<file path="src/rtl/core/ffpa_ram.sv">
// generic simple dual-port ram with registered read
module ffpa_ram #(
    parameter int WIDTH = 8,
    parameter int DEPTH = 16
) (
    input  logic                     clk,
    input  logic                     we,
    input  logic [$clog2(DEPTH)-1:0] waddr,
    input  logic [WIDTH-1:0]         wdata,
    input  logic                     re,
    input  logic [$clog2(DEPTH)-1:0] raddr,
    output logic [WIDTH-1:0]         rdata
);

    logic [WIDTH-1:0] mem [DEPTH];

    always_ff @(posedge clk)
    begin
        if (we)
        begin
            mem[waddr] <= wdata;
        end
        if (re)
        begin
            rdata <= mem[raddr];
        end
    end

endmodule

</file>
<file path="config.mk">
export PLATFORM = sky130hd
export DESIGN_NAME = ffpa_ram
export DESIGN_NICKNAME = d
export VERILOG_FILES = /design/src/rtl/core/ffpa_ram.sv
export SDC_FILE = /design/constraint.sdc
export NUM_CORES = 1
export LEC_CHECK = 0
export BUFFER_PORTS_ARGS = -buffer_cell sky130_fd_sc_hd__buf_2
export CORE_MARGIN = 1
export CORE_UTILIZATION = 35
export DETAILED_ROUTE_END_ITERATION = 6
export GPL_TIMING_DRIVEN = 0
export PLACE_DENSITY = 0.57
export SYNTH_ARGS = -nofsm -noshare
export SYNTH_HDL_FRONTEND = slang
export SYNTH_SLANG_ARGS = --single-unit
</file>
<file path="constraint.sdc">
create_clock -name clk -period 2.1 [get_ports clk]
set_input_delay 0.42 -clock clk [delete_from_list [all_inputs] [get_ports clk]]
set_output_delay 0.42 -clock clk [all_outputs]
set_load 0.02 [all_outputs]
</file>
Word-level counts from Yosys, hierarchy flattened
Memory sizes are Yosys's and may differ from the RTL's. A register that Yosys moved wholly into a read port is not among the register bits.
Cells that the tools add are included.
W data, S select, Z words.
{ "classes": {"muxes": 2} }
{ "op_table": {"columns": ["cell", "count"], "rows": [
  ["$mux W1", 2]
]} }
{ "totals": {"mem_bits_rw": 128, "output_inout_bits": 8, "input_bits": 19, "memories": 1, "wordCells": 3, "ff_bits": 0} }
{ "mem_list": {"columns": ["memory", "words", "word_bits", "read_ports", "rd_clocked_by_memory_dff", "write_ports", "line_no", "source"], "rows": [
  ["mem", 16, 8, 1, 1, 1, "15", "logic [WIDTH-1:0] mem [DEPTH];"]
]} }

Logic depth before layout (Yosys ltp)
Gate-level depths: netlist (run 1).
{ "depth": {"ltp_word": 2, "mapped_depth": 5, "depth_no_buf": 3} }

Worst setup path after synthesis (run 1)
No wires, ideal clock.
{ "synth_timing": {"path_kind": "input-to-reg", "startpoint": "input port waddr[2]", "endpoint": "memory mem[0][0], enable pin", "required_ns": 1.717, "path_stages": 2, "setup_ns": 0.383, "t_arrival_ns": 1.530, "slack_ns": 0.187, "n_path_buf": 0, "cell_sequence": "or3b_2 > nor3_1"} }
{ "synth_rtl": {"columns": ["element", "line_no", "source"], "rows": [
  ["start, declared", "8", "input logic [$clog2(DEPTH)-1:0] waddr,"],
  ["end, declared", "15", null]
]} }
Straight into the memory's write port.

Worst setup path after layout (run 1)
{ "layout_timing": {"startpoint": "input port waddr[2]", "endpoint": "memory mem[2][4], enable pin"} }
Straight into the memory's write port.

==> reports/qor.yml, run 1 <==
run_status:
  status: "complete, no violations"
die:
  ioPinCount: 27
  die_h_microns: 124
  core_area_sq_um: 14500
  start_util_pct: 36.0
  dieArea_sq_um: 15400
  rows: 44
  die_w_microns: 124
clock_network:
  postCtsSetupRepairBufs: 0
  cts_buffer_depth: 2
  insertion_delay_ns: 0.41
  cts_inserted_buffers: 17
  cts.sink_count: 136
  cts_tree: "built"
  h-tree-depth: 4
  cts-root-buf: "clkbuf_16"
  clk_pin_slew_ns: 0.05
worst_setup_path:
  cp-end-kind: "flop"
  rr_worst_depth: 3
  critPathRequiredTime_ns: 2.14
  criticalPathCategory: "input port to flop"
  start_kind: "input port"
  r2r_slack_ns: 0.45
  cp_max_fo: 8
  critPathArrivalTime_ns: 1.72
power_and_ir_drop:
  powerDensity_nw_per_um2: 1050
  switching_share_pct: 19.5
  internal_power_uw: 5270
  p_leak_uw: 0.00205
  switchingPower_uw: 1280
  clkPwrFrac_pct: 48.4
  combPwrFrac_pct: 4.7
  ir_drop_v: 0.00104
  seqPwrFrac_pct: 46.9
detailed_routing:
  wl_per_cell_microns: 22.0
  drc: 0
  drtPass1Iterations: 4
  drt_iter0_drc: 233
  postRouteWirelength_mm: 10.3
  via_count: 2386
  drt-vias-per-instance: 5.09
  ant_nets: 0
timing:
  hold_violations: 0
  setup_ws_ns: 0.413
  rsz0062_at_grt: "no"
  max_freq_mhz: 593
  finalSetupViolCount: 0
  period_needed_ns: 1.69
  holdWs_ns: 0.346
  fin_crit_sh_pct: 80.3
  slew-limit-headroom_pct: 21.1
  finalMaxSlewViolations: 0
  skew_ns: 0.00869
  tightest_slew_ns: 1.17
placement:
  placed_area_sq_um: 5580
  dp_cells: 438
  dp_hpwl_mm: 6.56
  gp_congestion: 0.833
  numPortBuffers: 25
  dp_slack_ns: -0.435
layout:
  seq_area_sq_um: 4080
  num-fill-cells: 1287
  fin_nets: 292
  drive_gt1_share_pct: 29.8
  final_cells: 469
  area_delta_synth_final_pct: 19.2
  antenna_cells: 0
  fin_area_sq_um: 6230
  multiInputGateArea_sq_um: 1070
flow_run:
  cap_violations: 0
synthesis:
  synth_area_per_cell_sq_um: 22.8
  seq_area_frac_synth_pct: 78.1
  yosys_warnings: 0
  syn_nets: 248
  ys_ff_latch: 136
  netlist_area_sq_um: 5230
  synth.distinct_cells: 18
  synth_cells: 229
global_route:
  grt_pass1_vias: 2460
  overflow: 0
  grt_pass1_wl_mm: 15.4
  groute.usage.overall_pct: 14.2
  antenna_found_initial: 0
  grt_max_degree: 17
hold_path:
  hold_class: "input port to flop"
  holdPathStages: 1
## cell type report
class                      count  share of cell area, %
buffer                        10                   1.39
clock buffer                  18                   6.89
clock inverter                13                   3.25
multi-input combinational     83                   17.2
sequential                   136                   65.6
tap                          184                   3.70
timing repair buffer          25                   2.01
## logic make-up (layout without fill, tap and decap cells)
kind of cell / after synthesis / in the layout / synth area share [%]
compound gates: 16 / 16 / 2.30
buf+inv: 10 / 66 / 1.65
flops: 136 / 136 / 78.1
mux: 32 / 32 / 14.8
simple gates: 35 / 35 / 3.14
## worst max-delay path, cell delays in order
cell    delay, ns
buf_2        0.13
or3b_2       0.52
nor2_1       0.65
## layout by cell type (no fill, tap or decap)
cell type	n
clkinv_4	1
nand2_1	9
nor3_2	3
clkinv_1	2
edfxtp_1	136
clkdlybuf4s25_2	3
and2_1	1
nand2b_1	2
clkbuf_16	17
or3b_2	1
buf_2	28
and2b_1	1
clkinvlp_4	3
buf_6	3
mux4_2	18
clkinv_2	1
nor2_1	13
nor3_1	1
buf_4	1
clkbuf_1	1
inv_6	1
bufinv_16	5
nor2b_1	1
mux4_1	14
nand3b_1	2
nand3_1	1
a22oi_1	16
## per-layer routing
metal	routed length, microns	share of wire [%]	vias to the layer above	GRT usage (%)
met1	4780	46	1247	19.7
li1	-	-	1072	-
met3	532	5.1	4	4.44
met2	4990	48	63	21.1
met4	37	0.36	0	5.03
met5	0	0	-	0
## sequential cells by signal, summed over array words and instances (netlist names)
register  flops
rdata         8
mem         128
## Yosys cell counts (all sizes together)
library cell / number / area [sq um]
nor2: 13 / 48.8
and2b: 1 / 7.51
a22oi: 16 / 120
and2: 1 / 6.26
nand3: 1 / 5.00
edfxtp: 136 / 4080
mux4: 32 / 773
buf: 7 / 56.3
nor2b: 1 / 6.26
nor3: 4 / 20.0
nand2: 9 / 33.8
nand3b: 2 / 15.0
clkdlybuf4s25: 3 / 30.0
nand2b: 2 / 12.5
or3b: 1 / 8.76
## metrics by stage
step	TNS [ns]	total power (uW)	utilization, %
6_report	0	6550	42.9
5_1_grt	0	6720	42.9
4_1_cts	0	6590	42.8
3_5_place_dp	-6.18	3440	38.4
3_3_place_gp	-6.40	3430	38.4
2_1_floorplan	0	3300	-
## worst paths after layout
kind | startpoint | end
hold reg to reg | mem[14][1] | rdata[1]
setup / recovery | waddr[2] | mem[2][4]
hold / removal | re | rdata[1]
setup reg to reg | mem[2][3] | rdata[3]
## power by group through the flow
stage | Sequential (uW) | Combinational (uW) | Clock [uW]
after global routing | 3080 | 331 | 3320
final | 3070 | 308 | 3170
after CTS | 3070 | 312 | 3200
after global placement | 3130 | 306 | 0
after detailed placement | 3130 | 311 | 0
after floorplan | 3140 | 154 | 0
## timing repair
item,CTS,global route
endpoints found under the setup margin,8,0
resized for setup,1,0
hold buffers,0,0
(Power assumes the default switching activity.)
==> run 2, diff against run 1 <==
Settings changed: PLACE_DENSITY 0.57 to 0.59.
Clock period 2.1 ns to 1.54 ns, I/O delays scaled along.
==> reports/qor.yml, run 2 (synthesis results as in run 1) <==
layout:
  top_regs: "mem (128), rdata (8)"  # unchanged
  area_delta_synth_final_pct: 18.7  # was 19.2%
  drive_gt1_share_pct: 35.7  # was 29.8%
  mostFrequentLayoutCells: "edfxtp_1 (136), buf_2 (28), mux4_2 (27), clkbuf_16 (17), a22oi_1 (13)"  # was edfxtp_1 (136), buf_2 (28), mux4_2 (18), clkbuf_16 (17), a22oi_1 (16)
  top_register: "mem"  # unchanged
  antenna_cells: 0  # unchanged
  layout_commonest_cell: "edfxtp_1"  # unchanged
  fin_nets: 292  # unchanged
  largest_register_ffs: 128  # unchanged
  num-fill-cells: 1274  # was 1287
clock_network:
  cts_inserted_buffers: 17  # unchanged
  cts_buffer_depth: 2  # unchanged
  cts.sink_count: 136  # unchanged
  insertion_delay_ns: 0.41  # about the same
  clk_pin_slew_ns: 0.06  # was 0.05 ns
  cts-root-buf: "clkbuf_16"  # unchanged
  cts_hold_buf: 0  # unchanged
  postCtsSetupRepairBufs: 0  # unchanged
  cts_tree: "built"  # unchanged
  h-tree-depth: 4  # unchanged
worst_setup_path:
  cp_max_fo: 8  # unchanged
  rr_worst_depth: 3  # unchanged
  start_kind: "input port"  # unchanged
  criticalPathCategory: "input port to flop"  # unchanged
  r2r-end: "rdata[0]"  # was rdata[3]
  timing.rr.start: "mem[2][0]"  # was mem[2][3]
  critPathRequiredTime_ns: 1.57  # was 2.14 ns
  critPathArrivalTime_ns: 1.61  # was 1.72 ns
  r2r_slack_ns: 0.04  # was 0.45 ns
  cp-end-kind: "flop"  # unchanged
global_route:
  grt_pass1_vias: 2535  # was 2460
  antenna_found_initial: 0  # unchanged
  groute.usage.overall_pct: 14.1  # was 14.2%
  grt_max_degree: 17  # unchanged
  overflow: 0  # unchanged
  grt_pass1_wl_mm: 15.4  # about the same
power_and_ir_drop:
  powerDensity_nw_per_um2: 1400  # was 1050 nW/um^2
  clkPwrFrac_pct: 46.9  # was 48.4%
  combPwrFrac_pct: 4.9  # was 4.7%
  internal_power_uw: 6890  # was 5270 uW
  p_leak_uw: 0.00201  # was 0.00205 uW
  ir_drop_v: 0.000807  # was 0.00104 V
  seqPwrFrac_pct: 48.2  # was 46.9%
  switching_share_pct: 20.7  # was 19.5%
  switchingPower_uw: 1800  # was 1280 uW
  finalPower_uw: 8690  # was 6550 uW
timing:
  rsz0062_at_grt: "yes"  # was no
  tns_ns: -0.266  # was 0 ns
  finalMaxSlewViolations: 0  # unchanged
  tightest_slew_ns: 0.790  # was 1.17 ns
  finalSetupViolCount: 8  # was 0
  skew_ns: 0.0103  # was 0.00869 ns
  fin_crit_sh_pct: 102
  slew-limit-headroom_pct: 47.0  # was 21.1%
  hold_violations: 0  # unchanged
  max_freq_mhz: 634
  period_needed_ns: 1.58
  setup_ws_ns: -0.0377  # was 0.413 ns
placement:
  dp_hpwl_mm: 6.43  # was 6.56 mm
  numPortBuffers: 25  # unchanged
  gp_congestion: 0.674  # was 0.833
flow_run:
  cap_violations: 0  # unchanged
die:
  die_w_microns: 124  # unchanged
  die_h_microns: 124  # unchanged
  core_area_sq_um: 14500  # unchanged
  ioPinCount: 27  # unchanged
  start_util_pct: 36.0  # unchanged
  dieArea_sq_um: 15400  # unchanged
  rows: 44  # unchanged
hold_path:
  holdPathStages: 1  # unchanged
  hold_class: "input port to flop"  # unchanged
  min-delay-start: "re"  # unchanged
  whs_endpoint: "rdata[5]"  # was rdata[1]
detailed_routing:
  drc: 0  # unchanged
  wl_per_cell_microns: 21.5  # was 22.0 microns
  ant_nets: 0  # unchanged
  drt_iter0_drc: 115  # was 233
  drtPass1Iterations: 4  # unchanged
  postRouteWirelength_mm: 10.1  # was 10.3 mm
  drt-vias-per-instance: 5.07  # was 5.09
  via_count: 2385  # was 2386
run_status:
  violations: "setup timing"
  status: "complete, but fails checks"  # was complete, no violations
==> run 2: cell count changes in the layout (fill, tap and decap cells not counted), sizes merged <==
| cell | delta |
|---|---|
| clkbuf | -1 |
| inv | +1 |
| clkinv | +3 |
| bufinv | -2 |
==> run 2: layout make-up <==
class                   instances  area [sq um]  share of cell area (%)
plain buffers                  10          97.6                    1.57
repair buffers                 25           125                    2.02
flip-flops and latches        136          4080                    65.8
well taps                     184           230                    3.71
multi-input cells              83          1060                    17.1
clock inverters                15           178                    2.86
clock buffers                  17           425                    6.86
==> run 2: power by group through the flow <==
| stage | registers, uW | clock network (uW) | logic [uW] |
|---|---|---|---|
| 2_1_floorplan | 4290 | 0 | 218 |
| 3_3_place_gp | 4260 | 0 | 417 |
| 3_5_place_dp | 4270 | 0 | 425 |
| 4_1_cts | 4190 | 4110 | 431 |
| 5_1_grt | 4190 | 4270 | 468 |
| 6_report | 4190 | 4070 | 430 |
==> run 2: repair_timing <==
item	CTS	global route
gates resized for setup	5	5
endpoints found under the setup margin	49	27
pin swaps	1	1
hold endpoints to repair	0	0
==> run 2: routing by layer <==
layer | global-route usage, % | up-vias | routed length, microns
li1 | - | 1060 | -
met1 | 19.7 | 1234 | 4570
met2 | 21.2 | 85 | 4860
met3 | 3.75 | 6 | 620
met4 | 5.10 | 0 | 76
met5 | 0 | - | 0
==> run 2: worst max path at each step <==
stage,from,end,slack [ns],cells past startpoint
finish,waddr[2],mem[0][6],-0.04,3
global route,waddr[2],mem[0][6],-0.10,3
CTS,waddr[2],mem[0][6],-0.05,3
detailed placement,waddr[2],mem[8][2],-0.60,3
global placement,waddr[2],mem[8][2],-0.64,3
floorplan,waddr[2],mem[3][0],-0.03,2
==> run 2: worst max-delay path: stages <==
cell    delay [ns]
buf_2         0.11
or3b_2        0.55
nor3_2        0.63
==> run 2: metrics by stage <==
step	utilization, %	instances	setup slack, ns	hold slack [ns]	area, sq um
6_report	42.7	470	-0.0377	0.230	6200
3_3_place_gp	38.3	438	-0.640	0.644	5570
3_5_place_dp	38.3	438	-0.602	0.645	5570
2_1_floorplan	-	229	-0.0341	0.407	5220
5_1_grt	42.7	470	-0.104	0.237	6200
4_1_cts	42.6	470	-0.0549	0.217	6200
==> run 3, diff against run 2 <==
Settings changed: CELL_PAD_IN_SITES_DETAIL_PLACEMENT from default to 2, CELL_PAD_IN_SITES_GLOBAL_PLACEMENT from default to 2, PLACE_DENSITY 0.59 to 0.69.
==> reports/qor.yml, run 3 (synthesis results as in run 1) <==
worst_setup_path:
  critPathArrivalTime_ns: 1.70  # was 1.61 ns
  cpMaxStageDelayCell: "nor2_1"  # was nor3_2
  criticalPathCategory: "input port to flop"  # unchanged
  crit_path_cell_trace: "buf_2, or3b_2, nor2_1"  # was buf_2, or3b_2, nor3_2
  cp-end-kind: "flop"  # unchanged
  cpPeakStageDelay_ns: 0.71  # was 0.63 ns
  cp_max_fo: 8  # unchanged
  start_kind: "input port"  # unchanged
  critPathRequiredTime_ns: 1.58  # was 1.57 ns
run_status:
  violations: "setup timing"  # unchanged
  status: "complete, but fails checks"  # unchanged
layout:
  utilization_pct: 42.6  # was 42.7%
  final_cells: 470  # unchanged
  top_regs: "mem (128), rdata (8)"  # unchanged
  antenna_cells: 0  # unchanged
  seq_area_sq_um: 4080  # unchanged
  multiInputGateArea_sq_um: 1070  # was 1060 sq um
  largest_register_ffs: 128  # unchanged
  area_delta_synth_final_pct: 18.5  # was 18.7%
  drive_gt1_share_pct: 35.7  # unchanged
  layout_commonest_cell: "edfxtp_1"  # unchanged
  top_register: "mem"  # unchanged
  num-fill-cells: 1341  # was 1274
  fin_nets: 292  # unchanged
  mostFrequentLayoutCells: "edfxtp_1 (136), buf_2 (28), mux4_2 (28), clkbuf_16 (17), nor2_1 (13)"  # was edfxtp_1 (136), buf_2 (28), mux4_2 (27), clkbuf_16 (17), a22oi_1 (13)
timing:
  max_freq_mhz: 604  # was 634 MHz
  finalMaxSlewViolations: 0  # unchanged
  setup_ws_ns: -0.116  # was -0.0377 ns
  holdWs_ns: 0.244  # was 0.230 ns
  rsz0062_at_grt: "yes"  # unchanged
  tns_ns: -1.79  # was -0.266 ns
  tightest_slew_ns: 0.887  # was 0.790 ns
  fin_crit_sh_pct: 108  # was 102%
  hold_violations: 0  # unchanged
  period_needed_ns: 1.66  # was 1.58 ns
  slew-limit-headroom_pct: 40.6  # was 47.0%
  skew_ns: 0.0103  # about the same
  finalSetupViolCount: 32  # was 8
power_and_ir_drop:
  combPwrFrac_pct: 5.2  # was 4.9%
  p_leak_uw: 0.00199  # was 0.00201 uW
  switching_share_pct: 21.1  # was 20.7%
  clkPwrFrac_pct: 46.5  # was 46.9%
  powerDensity_nw_per_um2: 1400  # about the same
  finalPower_uw: 8690  # about the same
  switchingPower_uw: 1840  # was 1800 uW
  seqPwrFrac_pct: 48.3  # was 48.2%
  internal_power_uw: 6850  # was 6890 uW
  ir_drop_v: 0.000773  # was 0.000807 V
die:
  ioPinCount: 27  # unchanged
  rows: 44  # unchanged
  die_h_microns: 124  # unchanged
  core_area_sq_um: 14500  # unchanged
  start_util_pct: 36.0  # unchanged
  dieArea_sq_um: 15400  # unchanged
  die_w_microns: 124  # unchanged
clock_network:
  h-tree-depth: 4  # unchanged
  clk_pin_slew_ns: 0.06  # about the same
  cts_tree: "built"  # unchanged
  cts_resized: 10  # was 5
  cts_buffer_depth: 2  # unchanged
  cts-root-buf: "clkbuf_16"  # unchanged
  insertion_delay_ns: 0.42  # was 0.41 ns
  cts.sink_count: 136  # unchanged
  cts_hold_buf: 0  # unchanged
  cts_inserted_buffers: 17  # unchanged
  postCtsSetupRepairBufs: 0  # unchanged
hold_path:
  hold_class: "input port to flop"  # unchanged
placement:
  dp_cells: 438  # unchanged
  numPortBuffers: 25  # unchanged
  dp_hpwl_mm: 8.00  # was 6.43 mm
  gp_congestion: 0.684  # was 0.674
global_route:
  antenna_found_initial: 0  # unchanged
  overflow: 0  # unchanged
  grt_max_degree: 17  # unchanged
  grt_pass1_wl_mm: 19.1  # was 15.4 mm
  groute.usage.overall_pct: 17.9  # was 14.1%
  grt_pass1_vias: 2678  # was 2535
detailed_routing:
  drt_iter0_drc: 200  # was 115
  drt-vias-per-instance: 5.21  # was 5.07
  via_count: 2449  # was 2385
  drtPass1Iterations: 4  # unchanged
  postRouteWirelength_mm: 12.4  # was 10.1 mm
  drc: 0  # unchanged
  wl_per_cell_microns: 26.5  # was 21.5 microns
  ant_nets: 0  # unchanged
flow_run:
  cap_violations: 0  # unchanged
-- run 3: area by class of cell --
cell class | count | area share (%)
Sequential cell | 136 | 66.0
Multi-Input combinational cell | 83 | 17.3
Clock buffer | 17 | 6.87
Tap cell | 184 | 3.72
Clock inverter | 15 | 2.59
Timing Repair Buffer | 25 | 2.02
Buffer | 10 | 1.58
-- run 3: final timing paths --
path | from | cells past startpoint | endpoint | slack (ns)
worst max-delay path | waddr[2] | 3 | mem[3][3] | -0.12
worst min-delay path | re | 1 | rdata[6] | 0.24
worst max register to register | mem[3][5] | 3 | rdata[5] | 0.02
worst min register to register | mem[11][3] | 3 | rdata[3] | 0.77
-- run 3: critical path, delay by kind of cell --
kind	cells	cell delay, ns
buf+inv	1	0.11
simple gates	2	1.27
-- run 3: power groups by stage --
stage | Clock, uW | Combinational (uW) | Sequential [uW]
5_1_grt | 4260 | 493 | 4200
3_3_place_gp | 0 | 422 | 4260
6_report | 4040 | 456 | 4200
2_1_floorplan | 0 | 218 | 4290
3_5_place_dp | 0 | 444 | 4270
4_1_cts | 4110 | 465 | 4200
-- run 3: through the flow --
| step | setup slack (ns) | instance area [sq um] |
|---|---|---|
| after floorplan | -0.0341 | 5220 |
| after global placement | -0.635 | 5570 |
| after detailed placement | -0.795 | 5570 |
| after CTS | -0.0932 | 6190 |
| after global routing | -0.174 | 6190 |
| final | -0.116 | 6190 |
-- run 3: routing by layer --
metal | up-vias | global-route usage (%) | part of all wire, %
li1 | 1061 | - | -
met1 | 1306 | 24.1 | 44
met2 | 64 | 27.5 | 50
met3 | 18 | 4.05 | 4.7
met4 | 0 | 8.29 | 1.7
met5 | - | 0 | 0
